===== src/rtl/core/cpnf_pkg.sv =====
// Shared constants, types and command/status bundles of the clipped pixel neighbor fill block
`timescale 1ns / 1ps
package cpnf_pkg;

	// sizing
	localparam int MAX_RADIUS = 3;
	localparam int MAX_WIDTH  = 2048;
	localparam int PIXEL_BITS = 32;
	localparam int MAX_HEIGHT = 4096;

	localparam int STORE_ROWS = 2 * MAX_RADIUS + 1;
	localparam int DEPTH      = STORE_ROWS * MAX_WIDTH;
	localparam int ADDR_W     = $clog2(DEPTH);
	localparam int COL_W      = $clog2(MAX_WIDTH);
	localparam int ROW_W      = $clog2(MAX_HEIGHT);
	localparam int SLOT_W     = $clog2(STORE_ROWS);
	localparam int RAD_W      = $clog2(MAX_RADIUS + 1);
	localparam int SPAN_W     = $clog2(2 * MAX_RADIUS + 1);
	localparam int WIN_MAX    = STORE_ROWS * STORE_ROWS;
	localparam int CNT_W      = $clog2(WIN_MAX + 1);
	localparam int SUM_W      = PIXEL_BITS + CNT_W;
	localparam int DCNT_W     = $clog2(SUM_W + 1);
	localparam int CMP_W      = (PIXEL_BITS > 32) ? PIXEL_BITS : 32;

	// row modulo by reciprocal multiply
	localparam int MOD_SHIFT  = ROW_W + SLOT_W;
	localparam int MOD_RECIP  = (2 ** MOD_SHIFT + STORE_ROWS - 1) / STORE_ROWS;
	localparam int PROD_W     = ROW_W + MOD_SHIFT + 1;

	// register field widths
	localparam int CLIP_W     = 32;
	localparam int RADCFG_W   = 2;
	localparam int FW_W       = 12;
	localparam int FH_W       = 13;
	localparam int AVG_W      = 23;
	localparam int AVGOUT_W   = 24;
	localparam int CFG_IDX_W  = 3;
	localparam int CFG_DATA_W = 32;

	typedef enum logic [CFG_IDX_W-1:0] {
		REG_CLIP   = 3'd0,
		REG_RADIUS = 3'd1,
		REG_MATCH  = 3'd2,
		REG_WIDTH  = 3'd3,
		REG_HEIGHT = 3'd4
	} reg_idx_t;

	typedef struct packed {
		logic accept;
		logic mod_mul;
		logic mod_rem;
		logic pix_write;
		logic center_read;
		logic win_init;
		logic win_read;
		logic div_start;
		logic div_step;
		logic write_back;
		logic finish;
	} cmd_t;

	typedef struct packed {
		logic center_ok;
		logic center_hit;
		logic win_last;
		logic div_done;
		logic zero_cnt;
		logic out_block;
	} status_t;

endpackage


===== src/rtl/core/cpnf_ctrl.sv =====
// Sequencer for one pixel item: row slot, store, center test, window sweep, divide, write back, result
`timescale 1ns / 1ps
module cpnf_ctrl (
	input  logic              clk,
	input  logic              arst_n,
	input  logic              in_valid,
	output logic              in_stall,
	input  cpnf_pkg::status_t sts,
	output cpnf_pkg::cmd_t    cmd
);

	typedef enum logic [3:0] {
		ST_IDLE, ST_MUL, ST_REM, ST_WRITE, ST_RDC, ST_CHK, ST_ACC,
		ST_DRAIN, ST_DSTART, ST_DIV, ST_WB, ST_FIN
	} state_t;

	state_t state_q;

	// state register
	always_ff @(posedge clk or negedge arst_n) begin
		if (!arst_n) begin
			state_q <= ST_IDLE;
		end else begin
			case (state_q)
				ST_IDLE:   if (in_valid) state_q <= ST_MUL;
				ST_MUL:    state_q <= ST_REM;
				ST_REM:    state_q <= ST_WRITE;
				ST_WRITE:  state_q <= sts.center_ok ? ST_RDC : ST_FIN;
				ST_RDC:    state_q <= ST_CHK;
				ST_CHK:    state_q <= sts.center_hit ? ST_ACC : ST_FIN;
				ST_ACC:    if (sts.win_last) state_q <= ST_DRAIN;
				ST_DRAIN:  state_q <= ST_DSTART;
				ST_DSTART: state_q <= sts.zero_cnt ? ST_WB : ST_DIV;
				ST_DIV:    if (sts.div_done) state_q <= ST_WB;
				ST_WB:     state_q <= ST_FIN;
				ST_FIN:    if (!sts.out_block) state_q <= ST_IDLE;
				default:   state_q <= ST_IDLE;
			endcase
		end
	end

	// command decode
	always_comb begin
		cmd = '0;
		case (state_q)
			ST_IDLE:   cmd.accept      = in_valid;
			ST_MUL:    cmd.mod_mul     = 1'b1;
			ST_REM:    cmd.mod_rem     = 1'b1;
			ST_WRITE:  cmd.pix_write   = 1'b1;
			ST_RDC:    cmd.center_read = 1'b1;
			ST_CHK:    cmd.win_init    = sts.center_hit;
			ST_ACC:    cmd.win_read    = 1'b1;
			ST_DRAIN:  cmd = '0;
			ST_DSTART: cmd.div_start   = 1'b1;
			ST_DIV:    cmd.div_step    = !sts.div_done;
			ST_WB:     cmd.write_back  = 1'b1;
			ST_FIN:    cmd.finish      = !sts.out_block;
			default:   cmd = '0;
		endcase
	end

	assign in_stall = (state_q != ST_IDLE);

endmodule


===== config.mk =====
export PLATFORM = sky130hd
export DESIGN_NAME = cpnf_ctrl
export DESIGN_NICKNAME = d
export VERILOG_FILES = /design/src/rtl/core/cpnf_pkg.sv /design/src/rtl/core/cpnf_ctrl.sv
export SDC_FILE = /design/constraint.sdc
export NUM_CORES = 1
export LEC_CHECK = 0
export BUFFER_PORTS_ARGS = -buffer_cell sky130_fd_sc_hd__buf_2
export CELL_PAD_IN_SITES_DETAIL_PLACEMENT = 0
export CELL_PAD_IN_SITES_GLOBAL_PLACEMENT = 1
export CORE_MARGIN = 2
export CORE_UTILIZATION = 30
export CTS_CLUSTER_SIZE = 8
export DETAILED_ROUTE_END_ITERATION = 16
export PLACE_DENSITY = 0.8
export SKIP_CTS_REPAIR_TIMING = 1
export SLEW_MARGIN = 20
export SYNTH_ARGS = -nofsm -noshare
export SYNTH_HDL_FRONTEND = slang
export SYNTH_SLANG_ARGS = --single-unit
export TNS_END_PERCENT = 1

===== constraint.sdc =====
create_clock -name clk -period 3 [get_ports clk]
set_clock_uncertainty 0.2 [all_clocks]
set_input_delay 0 -clock clk [delete_from_list [all_inputs] [get_ports clk]]
set_output_delay 0 -clock clk [all_outputs]
set_load 0.1 [all_outputs]

==> results of run 1 <==
[area by class of cell]
cell class,count,share of cell area
inverter,2,0.0132
multi-input combinational,50,0.511
clock buffer,3,0.0395
tap,15,0.0329
timing repair buffer,23,0.228
sequential,4,0.175
[routing by layer]
layer / GRT usage / vias up / wire length [um]
met5: 0 / - / 0
met4: 0.0242 / 0 / 0
met3: 0.0326 / 0 / 15
met2: 0.227 / 4 / 528
met1: 0.220 / 214 / 502
li1: - / 256 / -
[cells in the final DEF (no fill, tap or decap)]
master	instances
nor2b_1	1
nor3_1	8
and3b_1	1
nand2b_1	5
dfrtp_1	4
and2_2	1
a31oi_1	1
o2111ai_2	1
nor2_2	1
a22oi_1	1
buf_2	20
and3_1	2
clkbuf_4	3
nor3b_1	2
nor2_1	6
a21boi_0	1
mux2_4	1
a21oi_1	2
o21ai_0	2
nand2_1	7
and2_1	1
o21ai_1	4
o21a_1	1
inv_1	2
dlygate4sd3_1	3
nor3_2	1
[kinds of logic after synthesis]
logic type | count (synthesis) | share of synthesized area
buffers and inverters | 6 | 0.0721
AND/OR/NAND/NOR | 36 | 0.450
flip-flops | 4 | 0.240
multiplexers | 1 | 0.0360
AO/OA/AOI/OAI | 13 | 0.201
[per-stage QoR]
step                setup TNS, ns  setup WS (ns)  cells  cell area, um^2
finish                          0           1.13     97              571
global placement                0           1.27     91              518
global route                    0          0.968     97              571
floorplan                -0.00981       -0.00981     60              422
CTS                             0           1.11     94              541
detailed placement              0           1.27     91              518
[critical path: stages, from the launching register on]
cell and delay (ns):
dfrtp_1 0.50, inv_1 0.19, nand2_1 0.12, nor3_1 0.18, buf_2 0.45
[path summary, 6_finish.rpt]
| path | from | depth (start not counted) | to | slack, ns |
|---|---|---|---|---|
| max | state_q[2]$_DFFE_PN0P_ | 4 | cmd[0] | 1.13 |
| min | sts[2] | 4 | state_q[0]$_DFFE_PN0P_ | 0.02 |
| max reg2reg | state_q[1]$_DFFE_PN0P_ | 4 | state_q[1]$_DFFE_PN0P_ | 1.28 |
| min reg2reg | state_q[3]$_DFFE_PN0P_ | 1 | state_q[2]$_DFFE_PN0P_ | 0.54 |
| max in group asynchronous | arst_n | 3 | state_q[0]$_DFFE_PN0P_ | 1.94 |
| min in group asynchronous | arst_n | 3 | state_q[2]$_DFFE_PN0P_ | 0.49 |
==> flow_summary.json, run 1 <==
{
  "status": "completed",
  "cts-htree-levels": 1,
  "synth_area_um2": 417,
  "largest_register": "state_q",
  "rsz0062_at_grt": "false",
  "cts_tree": "yes",
  "setup_viol": 0,
  "synth_commonest_cells": "nor3_1 (9), nand2_1 (7), nor2_1 (6), nand2b_1 (5)",
  "async_reset_ff_frac": 1.00,
  "synth-seq-cells": 4,
  "syn_nets": 69,
  "clkLatencyLatePin_ns": 0.23,
  "max_freq_mhz": 534,
  "syn_to_final_growth_pct": 36.9,
  "wl_per_cell_um": 10.8,
  "holdWs_ns": 0.0237,
  "setup.worst_path.class": "reg -> out",
  "firstDrtPassIters": 3,
  "fin_nets": 93,
  "max_slew.worst_pin.slew_ns": 0.489,
  "seq_area_um2": 100,
  "clockBufferDepth": 2,
  "min_period_over_period": 0.624,
  "crit_path_end_kind": "output port",
  "critPathLaunchType": "register",
  "diodes": 0,
  "crit_arrival_ns": 1.67,
  "hold_viol_final": 0,
  "cts_root_buf": "clkbuf_4",
  "track_usage": 0.150,
  "die_h_um": 41.3,
  "worstPathRequired_ns": 2.80,
  "synth_top_area_cell": "dfrtp_1",
  "ys_types": 24,
  "synthCells": 60,
  "grt_pass1_wl_mm": 1.73,
  "critPathMaxFanout": 13,
  "finalWeightedCongestion": 0.813,
  "drive_above_1_share": 0.341,
  "clkTransAtPathRegs_ns": 0.04,
  "synth_area_leaders": "dfrtp_1 (24%), nor3_1 (11%), nand2b_1 (7.5%)",
  "synth_top_area_frac": 0.240,
  "relSlewSlack": 0.677,
  "min_path_type": "in -> reg",
  "vias": 474,
  "multi_input_area_um2": 292,
  "synth.most_common_cell": "nor3_1",
  "dieArea_um2": 1700,
  "slew_viol_final": 0,
  "antenna_found_initial": 0,
  "ant_nets": 0,
  "top_regs": "state_q (4)",
  "seq_area_frac_synth": 0.240,
  "numCtsBuffers": 3,
  "initial_core_util": 0.320,
  "rows": 13,
  "via_per_inst": 4.89,
  "grt_max_degree": 17,
  "synthFlopType": "dfrtp_1",
  "post-route-util": 0.438,
  "overflow": 0,
  "nFillCells": 148,
  "ios": 21,
  "fin_crit_ns": 1.87,
  "yosysWarningCount": 0,
  "drc": 0,
  "largest_reg_flops": 4,
  "syn-mean-instance-area_um2": 6.94,
  "cap_viol_max_count": 0,
  "drt_iter0_markers": 5,
  "grt_pass1_vias": 399,
  "port_buffers": 20,
  "numClockSinks": 4,
  "wirelength_mm": 1.05,
  "synth-edff-count": 0,
  "core-area_um2": 1300,
  "dieWidth_um": 41.3,
  "hpwlAfterDp_um": 773
}
Power of run 1 is not shown: default switching activity piles up to over one toggle a cycle in this logic, so the estimate is an artifact.
==> inputs of run 2 (changes only) <==
--- a/config.mk
+++ b/config.mk
@@ -9,10 +9,10 @@
 export CELL_PAD_IN_SITES_DETAIL_PLACEMENT = 0
 export CELL_PAD_IN_SITES_GLOBAL_PLACEMENT = 1
 export CORE_MARGIN = 2
-export CORE_UTILIZATION = 30
+export CORE_UTILIZATION = 25
 export CTS_CLUSTER_SIZE = 8
 export DETAILED_ROUTE_END_ITERATION = 16
-export PLACE_DENSITY = 0.8
+export PLACE_DENSITY = 0.72
 export SKIP_CTS_REPAIR_TIMING = 1
 export SLEW_MARGIN = 20
 export SYNTH_ARGS = -nofsm -noshare
==> constraint.sdc (replaced) <==
create_clock -name clk -period 1.55 [get_ports clk]
set_clock_uncertainty 0.2 [all_clocks]
set_input_delay 0 -clock clk [delete_from_list [all_inputs] [get_ports clk]]
set_output_delay 0 -clock clk [all_outputs]
set_load 0.1 [all_outputs]
==> flow_summary.json, run 2 (synthesis results as in run 1) <==
{
  "slew_viol_final": 0,
  "cts-htree-levels": 1,
  "fin_crit_ns": 1.61,
  "status": "finished, violations left",
  "rsz0062_at_grt": "true",
  "mostFrequentLayoutCells": "buf_4 (17), buf_12 (12), nor3_4 (8), buf_2 (8), nand2_1 (6)",
  "wirelength_mm": 1.50,
  "crit_arrival_ns": 1.41,
  "cts_tree": "yes",
  "hold_viol_final": 0,
  "port_buffers": 20,
  "met3WireLength_um": 41,
  "worstPathRequired_ns": 1.35,
  "numClockSinks": 4,
  "relSlewSlack": 0.868,
  "min_period_over_period": 1.04,
  "drt_iter0_markers": 10,
  "ant_nets": 0,
  "grt_pass1_wl_mm": 2.15,
  "firstDrtPassIters": 4,
  "setup_viol": 5,
  "final.setup.worst_slack_ns": -0.0608,
  "ios": 21,
  "dieArea_um2": 2010,
  "final_common_cell": "buf_4",
  "top_regs": "state_q (4)",
  "failed_checks": "setup timing",
  "track_usage": 0.148,
  "finalWeightedCongestion": 0.772,
  "drive_above_1_share": 0.657,
  "critPathMaxFanout": 7,
  "placedCellCount": 103,
  "fin_nets": 113,
  "vias": 592,
  "hpwlAfterDp_mm": 1.07,
  "clkTransAtPathRegs_ns": 0.04,
  "cap_viol_max_count": 0,
  "max_freq_mhz": 621,
  "initial_core_util": 0.270,
  "numCtsBuffers": 3,
  "largest_register": "state_q",
  "highest_layer": "met4",
  "diodes": 0,
  "wl_met1_um": 647,
  "wl_met2_um": 793,
  "syn_to_final_growth_pct": 152,
  "clkLatencyLatePin_ns": 0.23,
  "grt_max_degree": 13,
  "max_slew.worst_pin.slew_ns": 0.198,
  "clockBufferDepth": 2,
  "setup.worst_path.class": "reg -> out",
  "die_h_um": 44.8,
  "crit_path_end_kind": "output port",
  "grt_pass1_vias": 490,
  "critPathLaunchType": "register",
  "largest_reg_flops": 4,
  "antenna_found_initial": 0,
  "holdWs_ns": 0.0478,
  "drc": 0,
  "min_path_type": "in -> reg",
  "wl_per_cell_um": 12.7,
  "cts_root_buf": "clkbuf_4",
  "via_per_inst": 5.02,
  "instances_no_fill": 118,
  "overflow": 0,
  "dieWidth_um": 44.8,
  "rows": 14,
  "core-area_um2": 1540
}
run 2: through the flow:
step | utilization | worst slack (ns) | cell area [um^2] | setup TNS (ns)
floorplan | - | -0.232 | 553 | -1.75
global placement | 0.588 | -0.0118 | 907 | -0.0118
detailed placement | 0.588 | -0.0187 | 907 | -0.0204
CTS | 0.603 | -0.252 | 930 | -1.39
global route | 0.682 | -0.114 | 1050 | -0.698
finish | 0.682 | -0.0608 | 1050 | -0.131
run 2: cell type report:
class,count,area (um^2)
tap,16,20.0
inverter,2,7.51
fill,121,490
clock buffer,3,22.5
multi-input combinational,50,432
timing repair buffer,43,465
sequential,4,104
run 2: path summary, 6_finish.rpt:
check,startpoint,slack (ns),depth (start not counted),endpoint
setup / recovery,state_q[1]$_DFFE_PN0P_,-0.06,4,cmd[5]
hold / removal,sts[4],0.05,5,state_q[2]$_DFFE_PN0P_
setup reg to reg,state_q[1]$_DFFE_PN0P_,-0.03,5,state_q[1]$_DFFE_PN0P_
hold reg to reg,state_q[1]$_DFFE_PN0P_,0.52,2,state_q[1]$_DFFE_PN0P_
max in group asynchronous,arst_n,0.46,3,state_q[1]$_DFFE_PN0P_
min in group asynchronous,arst_n,0.50,3,state_q[3]$_DFFE_PN0P_
run 2: worst max-delay path, cell delays in order, from the launching register on:
cell      delay, ns
dfrtp_2        0.44
buf_6          0.15
nand2b_4       0.18
nor3_4         0.22
buf_12         0.20
run 2: metal layers:
layer / GRT usage / vias to the layer above
li1: - / 295
met1: 0.205 / 282
met2: 0.223 / 13
met3: 0.0240 / 2
met4: 0.0706 / 0
met5: 0 / -
Power of run 2 is left out for the same reason.
==> inputs of run 3 (changes only) <==
--- a/config.mk
+++ b/config.mk
@@ -13,6 +13,7 @@
 export CTS_CLUSTER_SIZE = 8
 export DETAILED_ROUTE_END_ITERATION = 16
 export PLACE_DENSITY = 0.72
+export REMOVE_ABC_BUFFERS = 1
 export SKIP_CTS_REPAIR_TIMING = 1
 export SLEW_MARGIN = 20
 export SYNTH_ARGS = -nofsm -noshare
==> flow_summary.json, run 3 (synthesis results as in run 1) <==
{
  "clkTransAtPathRegs_ns": 0.04,
  "worst_path_max_delay_cell": "dfrtp_2",
  "antenna_found_initial": 0,
  "drt_iter0_markers": 11,
  "setup.worst_path.class": "reg -> out",
  "core-area_um2": 1540,
  "path_cells": "buf_6 -> nand2b_4 -> nor3_2 -> buf_4 -> buf_12",
  "port_buffers": 20,
  "firstDrtPassIters": 4,
  "fin_crit_ns": 1.65,
  "clockBufferDepth": 2,
  "status": "finished, violations left",
  "max_slew.worst_pin.slew_ns": 0.269,
  "ios": 21,
  "largest_reg_flops": 4,
  "drive_above_1_share": 0.683,
  "cap_viol_max_count": 0,
  "dieWidth_um": 44.8,
  "grt_max_degree": 12,
  "worstPathRequired_ns": 1.35,
  "place_ws_ns": -0.0421,
  "hold_viol_final": 0,
  "top_regs": "state_q (4)",
  "finalWeightedCongestion": 0.859,
  "wl_per_cell_um": 13.6,
  "drc": 0,
  "cpPeakStageDelay_ns": 0.45,
  "ant_nets": 0,
  "final_common_cell": "buf_4",
  "cts_tree": "yes",
  "fin_nets": 115,
  "min_path_type": "in -> reg",
  "rows": 14,
  "cts_root_buf": "clkbuf_4",
  "numCtsBuffers": 3,
  "min_period_over_period": 1.07,
  "hpwlAfterDp_mm": 1.07,
  "crit_path_end_kind": "output port",
  "setup_viol": 10,
  "grt_pass1_vias": 527,
  "syn_to_final_growth_pct": 149,
  "critPathMaxFanout": 6,
  "grt_pass1_wl_mm": 2.17,
  "die_h_um": 44.8,
  "overflow": 0,
  "final.setup.worst_slack_ns": -0.103,
  "vias": 602,
  "rsz0062_at_grt": "true",
  "failed_checks": "setup timing",
  "relSlewSlack": 0.819,
  "via_per_inst": 5.02,
  "initial_core_util": 0.270,
  "crit_arrival_ns": 1.45,
  "diodes": 0,
  "cts-htree-levels": 1,
  "max_freq_mhz": 605,
  "critPathLaunchType": "register",
  "dieArea_um2": 2010,
  "clkLatencyLatePin_ns": 0.25,
  "slew_viol_final": 0,
  "wirelength_mm": 1.64,
  "mostFrequentLayoutCells": "buf_4 (19), buf_12 (12), buf_2 (8), nor3_2 (7), nand2_1 (6)",
  "holdWs_ns": 0.0332,
  "nFillCells": 123,
  "track_usage": 0.149,
  "largest_register": "state_q",
  "numClockSinks": 4
}
==> run 3: cell count changes in the layout (fill, tap and decap cells not counted), sizes merged <==
cell	previous run	this run
clkbuf	4	3
buf	39	42
==> run 3: path summary, 6_finish.rpt <==
path / from / to / slack (ns) / depth (start not counted)
max: state_q[1]$_DFFE_PN0P_ / cmd[5] / -0.10 / 5
min: sts[4] / state_q[3]$_DFFE_PN0P_ / 0.03 / 4
max reg2reg: state_q[1]$_DFFE_PN0P_ / state_q[1]$_DFFE_PN0P_ / -0.07 / 5
min reg2reg: state_q[3]$_DFFE_PN0P_ / state_q[2]$_DFFE_PN0P_ / 0.40 / 2
max in group asynchronous: arst_n / state_q[1]$_DFFE_PN0P_ / 0.51 / 3
min in group asynchronous: arst_n / state_q[2]$_DFFE_PN0P_ / 0.45 / 3
==> run 3: metal layers <==
metal	share of wire	GRT usage	up-vias
li1	-	-	296
met1	0.37	0.179	284
met2	0.58	0.258	19
met3	0.039	0.0240	3
met4	0.013	0.0706	0
met5	0	0	-
==> run 3: cell type report <==
type	instances	area, um^2	share of cell area
timing repair buffer	45	487	0.470
multi-input combinational	50	397	0.383
sequential	4	103	0.0990
clock buffer	3	22.5	0.0217
tap	16	20.0	0.0193
inverter	2	7.51	0.00725
==> run 3: worst max-delay path, delay by kind of cell, from the launching register on <==
kind / cells / cell delay, ns
DFF: 1 / 0.45
buffers and inverters: 3 / 0.44
and+or+nand+nor: 2 / 0.31
==> run 3: through the flow <==
stage / utilization / area, um^2 / TNS, ns / cells
after global routing: 0.672 / 1040 / -0.978 / 120
after global placement: 0.543 / 837 / 0 / 111
final: 0.672 / 1040 / -0.609 / 120
after detailed placement: 0.543 / 837 / -0.0421 / 111
after floorplan: - / 394 / -12.57 / 56
after CTS: 0.558 / 860 / -1.48 / 114
Power of run 3 is left out for the same reason.
